## src/hdl/periodic_oneshot_timer_table_assert.svh

```systemverilog
// ----------------------------------------------------------------------------
// Timer table assertion macros
// Concurrent check wrappers clocked on clock; define NO_ASSERTIONS to drop them.
// ----------------------------------------------------------------------------
`ifndef PERIODIC_ONESHOT_TIMER_TABLE_ASSERT_SVH
`define PERIODIC_ONESHOT_TIMER_TABLE_ASSERT_SVH
`ifndef NO_ASSERTIONS
// check that is off while reset is high
`define POTT_CHECK(lbl, prop, msg) \
   lbl: assert property (@(posedge clock) disable iff (reset) prop) else $error(msg);
// check that also watches reset itself
`define POTT_CHECK_RST(lbl, prop, msg) \
   lbl: assert property (@(posedge clock) prop) else $error(msg);
`else
`define POTT_CHECK(lbl, prop, msg)
`define POTT_CHECK_RST(lbl, prop, msg)
`endif
`endif

```

## src/hdl/pott_pkg.sv

```systemverilog
// ----------------------------------------------------------------------------
// Timer table package
// Sizes, item structs, slot record and time helpers shared by the timer table.
// ----------------------------------------------------------------------------
package pott_pkg;

   localparam int MAX_ROUTINES = 16;
   localparam int TIME_BITS    = 32;
   localparam int TAG_BITS     = 16;
   localparam int TICKS_BITS   = 32;
   localparam int OUT_IDX_BITS = 4;
   localparam int IDX_BITS     = (MAX_ROUTINES > 1) ? $clog2(MAX_ROUTINES) : 1;
   localparam int SUM_BITS     = (TIME_BITS > TICKS_BITS) ? TIME_BITS : TICKS_BITS;

   localparam logic REQ_TICK    = 1'b0;
   localparam logic REQ_CREATE  = 1'b1;
   localparam logic KIND_ACK    = 1'b0;
   localparam logic KIND_FIRED  = 1'b1;
   localparam logic STATUS_OK   = 1'b0;
   localparam logic STATUS_FULL = 1'b1;

   typedef struct packed {
      logic                  req_type;
      logic [TAG_BITS-1:0]   routine_tag;
      logic [TICKS_BITS-1:0] delay_ticks;
      logic [TICKS_BITS-1:0] period_ticks;
   } req_item_type;

   typedef struct packed {
      logic                    result_kind;
      logic                    status;
      logic [OUT_IDX_BITS-1:0] slot_index;
      logic [TAG_BITS-1:0]     fired_tag;
      logic                    was_one_shot;
      logic                    last;
   } rsp_item_type;

   typedef struct packed {
      logic                  valid;
      logic [TAG_BITS-1:0]   tag;
      logic [TIME_BITS-1:0]  due;
      logic [TICKS_BITS-1:0] period;
   } slot_type;

   // now + ticks, wrapped to the time width
   function automatic logic [TIME_BITS-1:0] add_time(input logic [TIME_BITS-1:0] now,
                                                     input logic [TICKS_BITS-1:0] ticks);
      logic [SUM_BITS-1:0] sum;
      sum = SUM_BITS'(now) + SUM_BITS'(ticks);
      return sum[TIME_BITS-1:0];
   endfunction

   // due when now - due lands in the lower half of the time range
   function automatic logic time_due(input logic [TIME_BITS-1:0] due,
                                     input logic [TIME_BITS-1:0] now);
      logic [TIME_BITS-1:0] diff;
      diff = now - due;
      return ~diff[TIME_BITS-1];
   endfunction

   function automatic logic [OUT_IDX_BITS-1:0] idx_to_out(input logic [IDX_BITS-1:0] idx);
      logic [IDX_BITS+OUT_IDX_BITS-1:0] wide;
      wide = {{OUT_IDX_BITS{1'b0}}, idx};
      return wide[OUT_IDX_BITS-1:0];
   endfunction

endpackage

```

## src/hdl/pott_cell.sv

```systemverilog
// ----------------------------------------------------------------------------
// Timer table cell
// Holds one slot record, passes it on when the ring shifts, flags it due.
// ----------------------------------------------------------------------------
module pott_cell (
   input  logic                            clock,
   input  logic                            reset,
   input  logic                            shift,
   input  pott_pkg::slot_type              slot_in,
   input  logic [pott_pkg::TIME_BITS-1:0]  now,
   output pott_pkg::slot_type              slot_out,
   output logic                            due
);
   import pott_pkg::*;

   logic                  valid_ff;
   logic [TAG_BITS-1:0]   tag_ff;
   logic [TIME_BITS-1:0]  due_ff;
   logic [TICKS_BITS-1:0] period_ff;

   always_ff @(posedge clock) begin
      if (reset) begin
         valid_ff <= 1'b0;
      end else if (shift) begin
         valid_ff <= slot_in.valid;
      end
   end

   always_ff @(posedge clock) begin
      if (shift) begin
         tag_ff    <= slot_in.tag;
         due_ff    <= slot_in.due;
         period_ff <= slot_in.period;
      end
   end

   assign slot_out = '{valid: valid_ff, tag: tag_ff, due: due_ff, period: period_ff};
   assign due      = valid_ff & time_due(due_ff, now);

endmodule

```

## src/hdl/periodic_oneshot_timer_table.sv

```systemverilog
// ----------------------------------------------------------------------------
// Periodic / one-shot timer table
// Slot table kept in a ring of cells; create items fill the lowest free slot,
// tick items advance time and report every due slot in index order.
// ----------------------------------------------------------------------------
//
//  channel | ports                          | moves
//  --------+--------------------------------+-------------------------------
//  req     | req_valid req_stall req_item   | tick or create item, in
//  rsp     | rsp_valid rsp_stall rsp_item   | create ack or fired slot, out
//
//  Flow: one item at a time. The ring rotates one slot past the head cell per
//  cycle unless held as told under Stalls; a create's ack goes out after the full
//  pass over the ring.
//  Reset: synchronous, clears time, all slot valid bits and the result valid bit.
//  Stalls: a due slot at the head holds the ring until the result register
//  frees up; a stalled result is held while the next item is already accepted.
//
`include "periodic_oneshot_timer_table_assert.svh"

module periodic_oneshot_timer_table (
   input  logic                   clock,
   input  logic                   reset,
   input  logic                   req_valid,
   output logic                   req_stall,
   input  pott_pkg::req_item_type req_item,
   output logic                   rsp_valid,
   input  logic                   rsp_stall,
   output pott_pkg::rsp_item_type rsp_item
);
   import pott_pkg::*;

   typedef enum logic [2:0] {
      ST_IDLE = 3'b001,
      ST_SCAN = 3'b010,
      ST_ACK  = 3'b100
   } state_type;

   localparam logic [IDX_BITS-1:0] LAST_STEP = IDX_BITS'(MAX_ROUTINES - 1);

   // control and time
   state_type             state_ff, state_in;
   logic [IDX_BITS-1:0]   step_ff, step_in;       // slot index at the head cell
   logic                  kind_ff, kind_in;       // request kind under work
   logic [TIME_BITS-1:0]  now_ff, now_in;

   // latched create request
   logic [TAG_BITS-1:0]   cre_tag_ff, cre_tag_in;
   logic [TIME_BITS-1:0]  cre_due_ff, cre_due_in;
   logic [TICKS_BITS-1:0] cre_period_ff, cre_period_in;
   logic                  placed_ff, placed_in;
   logic [IDX_BITS-1:0]   place_idx_ff, place_idx_in;

   // result register
   logic                  rsp_valid_ff, rsp_valid_in;
   rsp_item_type          rsp_item_ff, rsp_item_in;
   logic                  rsp_load;
   logic                  out_free;

   // ring
   slot_type              ring_out [MAX_ROUTINES];
   logic [MAX_ROUTINES-1:0] due_vec;
   slot_type              wb_in;                  // head record written to the tail
   slot_type              head;
   logic                  shift;
   logic                  later_due;

   assign head     = ring_out[0];
   assign out_free = ~rsp_valid_ff | ~rsp_stall;

   genvar gi;
   generate
      for (gi = 0; gi < MAX_ROUTINES; gi++) begin : g_cell
         slot_type cell_in;
         if (gi == MAX_ROUTINES - 1) begin : g_tail
            assign cell_in = wb_in;
         end else begin : g_link
            assign cell_in = ring_out[gi+1];
         end
         pott_cell u_cell (
            .clock    (clock),
            .reset    (reset),
            .shift    (shift),
            .slot_in  (cell_in),
            .now      (now_ff),
            .slot_out (ring_out[gi]),
            .due      (due_vec[gi])
         );
      end
   endgenerate

   // any still unscanned slot due? cells 1 .. (N-1-step) hold those slots
   always_comb begin
      later_due = 1'b0;
      for (int p = 1; p < MAX_ROUTINES; p++) begin
         if ((p + int'(step_ff) < MAX_ROUTINES) && due_vec[p]) begin
            later_due = 1'b1;
         end
      end
   end

   always_comb begin
      state_in      = state_ff;
      step_in       = step_ff;
      kind_in       = kind_ff;
      now_in        = now_ff;
      cre_tag_in    = cre_tag_ff;
      cre_due_in    = cre_due_ff;
      cre_period_in = cre_period_ff;
      placed_in     = placed_ff;
      place_idx_in  = place_idx_ff;
      shift         = 1'b0;
      wb_in         = head;
      rsp_load      = 1'b0;
      rsp_item_in   = rsp_item_ff;

      case (state_ff)
         ST_IDLE: begin
            if (req_valid) begin
               kind_in  = req_item.req_type;
               step_in  = '0;
               state_in = ST_SCAN;
               if (req_item.req_type == REQ_CREATE) begin
                  cre_tag_in    = req_item.routine_tag;
                  cre_due_in    = add_time(now_ff, req_item.delay_ticks);
                  cre_period_in = req_item.period_ticks;
                  placed_in     = 1'b0;
               end else begin
                  now_in = now_ff + TIME_BITS'(1);
               end
            end
         end

         ST_SCAN: begin
            if (kind_ff == REQ_CREATE) begin
               shift = 1'b1;
               // first free slot seen in index order takes the new routine
               if (!head.valid && !placed_ff) begin
                  wb_in        = '{valid: 1'b1, tag: cre_tag_ff, due: cre_due_ff,
                                   period: cre_period_ff};
                  placed_in    = 1'b1;
                  place_idx_in = step_ff;
               end
            end else begin
               if (!due_vec[0]) begin
                  shift = 1'b1;
               end else if (out_free) begin
                  shift    = 1'b1;
                  rsp_load = 1'b1;
                  rsp_item_in = '{result_kind: KIND_FIRED, status: STATUS_OK,
                                  slot_index: idx_to_out(step_ff), fired_tag: head.tag,
                                  was_one_shot: (head.period == '0), last: ~later_due};
                  if (head.period == '0) begin
                     wb_in.valid = 1'b0;
                  end else begin
                     wb_in.due = add_time(now_ff, head.period);
                  end
               end
            end
            if (shift) begin
               if (step_ff == LAST_STEP) begin
                  step_in  = '0;
                  state_in = (kind_ff == REQ_CREATE) ? ST_ACK : ST_IDLE;
               end else begin
                  step_in = step_ff + IDX_BITS'(1);
               end
            end
         end

         ST_ACK: begin
            if (out_free) begin
               rsp_load    = 1'b1;
               rsp_item_in = '{result_kind: KIND_ACK,
                               status: placed_ff ? STATUS_OK : STATUS_FULL,
                               slot_index: placed_ff ? idx_to_out(place_idx_ff) : '0,
                               fired_tag: cre_tag_ff, was_one_shot: 1'b0, last: 1'b1};
               state_in    = ST_IDLE;
            end
         end

         default: begin
            state_in = ST_IDLE;
         end
      endcase
   end

   assign rsp_valid_in = rsp_load | (rsp_valid_ff & rsp_stall);

   always_ff @(posedge clock) begin
      if (reset) begin
         state_ff     <= ST_IDLE;
         step_ff      <= '0;
         now_ff       <= '0;
         rsp_valid_ff <= 1'b0;
      end else begin
         state_ff     <= state_in;
         step_ff      <= step_in;
         now_ff       <= now_in;
         rsp_valid_ff <= rsp_valid_in;
      end
   end

   always_ff @(posedge clock) begin
      kind_ff       <= kind_in;
      cre_tag_ff    <= cre_tag_in;
      cre_due_ff    <= cre_due_in;
      cre_period_ff <= cre_period_in;
      placed_ff     <= placed_in;
      place_idx_ff  <= place_idx_in;
      rsp_item_ff   <= rsp_item_in;
   end

   assign req_stall = (state_ff != ST_IDLE);
   assign rsp_valid = rsp_valid_ff;
   assign rsp_item  = rsp_item_ff;

   // ---- checks ----
   `POTT_CHECK(a_tick_advances, (req_valid && !req_stall && req_item.req_type == REQ_TICK) |=> (now_ff == $past(now_ff) + TIME_BITS'(1)), "tick did not advance time")
   `POTT_CHECK(a_idle_aligned, (state_ff == ST_IDLE) |-> (step_ff == '0), "ring not aligned while idle")
   `POTT_CHECK(a_fire_from_head, (rsp_load && rsp_item_in.result_kind == KIND_FIRED) |-> (state_ff == ST_SCAN && kind_ff == REQ_TICK && due_vec[0]), "fired result without due head slot")
   `POTT_CHECK_RST(a_reset_idle, reset |=> (state_ff == ST_IDLE && !rsp_valid), "not idle after reset")

endmodule

```

## config.mk

```make
export PLATFORM = sky130hd
export DESIGN_NAME = periodic_oneshot_timer_table
export DESIGN_NICKNAME = d
export VERILOG_FILES = /design/src/hdl/pott_pkg.sv /design/src/hdl/pott_cell.sv /design/src/hdl/periodic_oneshot_timer_table.sv
export VERILOG_INCLUDE_DIRS = /design/src /design/src/hdl
export SDC_FILE = /design/constraint.sdc
export NUM_CORES = 2
export LEC_CHECK = 0
export BUFFER_PORTS_ARGS = -buffer_cell sky130_fd_sc_hd__buf_2
export CAP_MARGIN = 10
export CORE_ASPECT_RATIO = 0.8
export CORE_MARGIN = 5
export CORE_UTILIZATION = 57
export CTS_CLUSTER_DIAMETER = 50
export DETAILED_ROUTE_END_ITERATION = 10
export PLACE_DENSITY = 0.76
export SLEW_MARGIN = 15
export SYNTH_ARGS = -nofsm -noshare
export SYNTH_HDL_FRONTEND = slang
export SYNTH_SLANG_ARGS = --single-unit
```

## constraint.sdc

```tcl
create_clock -name clock -period 19.1 [get_ports clock]
set_clock_uncertainty 0.1 [all_clocks]
set_input_delay 0.955 -clock clock [delete_from_list [all_inputs] [get_ports clock]]
set_output_delay 0.955 -clock clock [all_outputs]
set_load 0.1 [all_outputs]
```

==> qor.csv <==
metric,value,unit
P&R area growth vs syn,12.11,%
"Net Count, Synth",4740,
Die Span Y,303.2,um
Worst-Skew Late Latency,0.75,ns
Max Fclk,138.3,MHz
# hold bufs at CTS,0,
I/O Buffers,110,
number of flops mapped to enable cells by yosys,1390,
Avg Inst Size Synth,14.91,um2
Worst setup SP type,register,
Critical Path RT,19.36,ns
CP peak stage delay,0.93,ns
critical path's most frequent cell,buf_4,
width of the die,376.6,um
ys async rst share,0,%
gr usage total,21.93,%
initial antenna violation count,7,
CTS H-tree depth,4,
slowest CP cell,buf_4,
RSZ-0062 raised after global routing,no,
GPL Wtd Cong,0.8846,
vias per inst,5.744,
# setup viols final,0,
Crit Path Max Fanout,145,
post-cts sizing count,0,
vias in the first global route,33599,
Lkg Pwr,27.23,nW
Synth area leaders,"edfxtp_1, ha_1, inv_1, dfxtp_1, a21oi_1",
First DRT Iteration DRCs,3459,
Max Root-Sink Buffers,3,
# rows,107,
post-DP HPWL,82550,um
"Remaining Overflow, GRT",0,
crit path cell chain,buf_4 > ha_1 > nand4_1 > nor4_1 > nor4b_1 > o41ai_1 > nand2_1 > xnor2_2 > a31o_2 > inv_8 > buf_4 > buf_4 > buf_4,
synthesized instance count,4108,
largest net degree at the start of global routing,208,
number of distinct library cells after synthesis,73,
share of the synthesized area in the top cell type,68.13,%
Period minus WS final,7.229,ns
WS Path Type,reg2reg,
Max-slew headroom,14.35,%
Setup TNS,0,ns
initial core utilization,57.49,%
CORE AREA,0.1066,mm2
status,"finished, final reports clean",
First-pass DRT Iterations,7,
root buffer cell,clkbuf_16,
# clock sinks,1446,
Final nets,5014,
number of setup buffers added after CTS,0,
layout cells sized above 1,9.978,%
Yosys top cell by area,edfxtp_1,
Final Hold Viols,0,
post-synthesis sequential area ratio,69.96,%
max_cap viols,0,
Boundary Pins,111,
Crit. End Element,register,
die footprint,0.1142,mm2
synth warn,0,
CTS tree,built,
wire length per cell,21.09,um
first-pass GRT wire length,192100,um
CTS buffer count,146,
"flops & latches, synth",1446,
Final ANT Viol Nets,0,
Final Cycle Share,37.85,%
pwr dens,96.14,mW/mm2
Filler cells,7421,
"Top FF cell, synth",edfxtp_1,
Worst-Margin Slew,1.252,ns
maximum VDD drop,0.00009707,V
"Slew Viols, Final",0,
class of the worst hold path,in2reg,
Post-Syn Area,0.06127,mm2
via count,34004,
Detailed Route WL,124800,um
Worst-path clk slew,0.07,ns
Remaining DRCs,0,
total power,6.604,mW
Critical Path AT,7.49,ns
[kinds of logic (layout without fill, tap and decap cells)]
kind of cell	Yosys count	after routing	share of synthesized area, %
flops	1446	1446	69.96
buf+inv	572	964	3.521
xor+xnor	97	97	1.399
simple gates	700	700	5.604
other cells	0	3	0
mux	70	70	1.246
compound gates	676	676	7.080
fa+ha+maj	547	547	11.20
[layout by cell type, fill, tap and decap left out, types with 54 or more instances in the layout]
master        n
ha_1        545
nor2_1      144
inv_1       530
buf_4        54
nand4_1      83
clkbuf_16   148
a21o_1       73
a21oi_1     210
nand3_1      72
dfxtp_1      56
buf_2       110
o21ai_0     151
nand2_1     208
edfxtp_1   1390
xnor2_1      60
[critical path: cells and delay by family, from the launching register on]
| kind | cells | cell delay (ns) |
|---|---|---|
| buf+inv | 5 | 3.47 |
| simple gates | 4 | 1.44 |
| compound gates | 2 | 0.74 |
| fa+ha+maj | 1 | 0.36 |
| flops | 1 | 0.30 |
| xor+xnor | 1 | 0.15 |
[power breakdown]
part	switching, mW	internal (mW)
logic	0.118	0.0460
registers	0.0389	3.55
clock network	1.21	1.64
total	1.37	5.24
[state kept, by name (all words and copies together), names as in the netlist]
register                 cells
rsp_valid                    1
kind_ff                      1
state_ff                     3
g_cell.u_cell.tag_ff       256
placed_ff                    1
now_ff                      32
cre_period_ff               32
step_ff                      4
cre_due_ff                  32
cre_tag_ff                  16
g_cell.u_cell.period_ff    512
g_cell.u_cell.due_ff       512
g_cell.u_cell.valid_ff      16
rsp_item                    24
place_idx_ff                 4
[cells in the mapped netlist (10+ instances only)]
master / instances
a2111oi_0: 23
a211o_1: 11
a211oi_1: 32
a21o_1: 73
a21oi_1: 210
a221oi_1: 10
a222oi_1: 14
a22oi_1: 15
a31oi_1: 14
and2_1: 12
and3_1: 16
clkbuf_1: 29
dfxtp_1: 56
edfxtp_1: 1390
ha_1: 545
inv_1: 530
mux2_2: 50
mux2i_1: 20
nand2_1: 208
nand2b_1: 35
nand3_1: 72
nand4_1: 83
nor2_1: 144
nor2b_1: 24
nor3_1: 38
nor4_1: 21
o211ai_1: 16
o21a_1: 22
o21ai_0: 151
o31ai_1: 15
or3_1: 14
xnor2_1: 60
xor2_1: 36
[cell type report]
type	count	area, um2	share of cell area (%)
flip-flops and latches	1446	42860	62.40
multi-input cells	2090	16280	23.70
diodes	3	7.507	0.01093
well taps	1417	1773	2.581
clock buffers	186	3846	5.599
inverters	532	2004	2.918
clock inverters	80	930.9	1.355
repair buffers	166	987.2	1.437
[metal layers]
| layer | routed length, um | global-route usage [%] |
|---|---|---|
| met3 | 9047 | 4.083 |
| met1 | 55470 | 31.92 |
| met5 | 33 | 0 |
| met4 | 3672 | 7.312 |
| met2 | 56620 | 33.92 |
[path summary, 6_finish.rpt]
| check | slack, ns | start | cells past startpoint | end |
|---|---|---|---|---|
| max | 11.87 | now_ff[22]$_SDFFE_PP0P_ | 13 | g_cell[2].u_cell.period_ff[29]$_DFFE_PP_ |
| min | 0.27 | req_item[1] | 1 | cre_period_ff[1]$_DFFE_PP_ |
| max reg2reg | 11.87 | now_ff[22]$_SDFFE_PP0P_ | 13 | g_cell[2].u_cell.period_ff[29]$_DFFE_PP_ |
| min reg2reg | 0.31 | g_cell[2].u_cell.period_ff[29]$_DFFE_PP_ | 0 | g_cell[1].u_cell.period_ff[29]$_DFFE_PP_ |
[stage by stage]
stage                     hold slack (ns)  setup slack (ns)  area (um2)  cells  util, %
after floorplan                    0.3003            0.5255       61270   4108        -
after global placement             0.3002             11.80       63900   5651    59.96
after detailed placement           0.3045             11.68       63900   5651    59.96
after CTS                          0.2150             11.68       68680   5917    64.45
after global routing               0.2331             11.48       68680   5917    64.45
final                              0.2745             11.87       68690   5920    64.46
No activity file was read; power rests on OpenSTA's default activity.
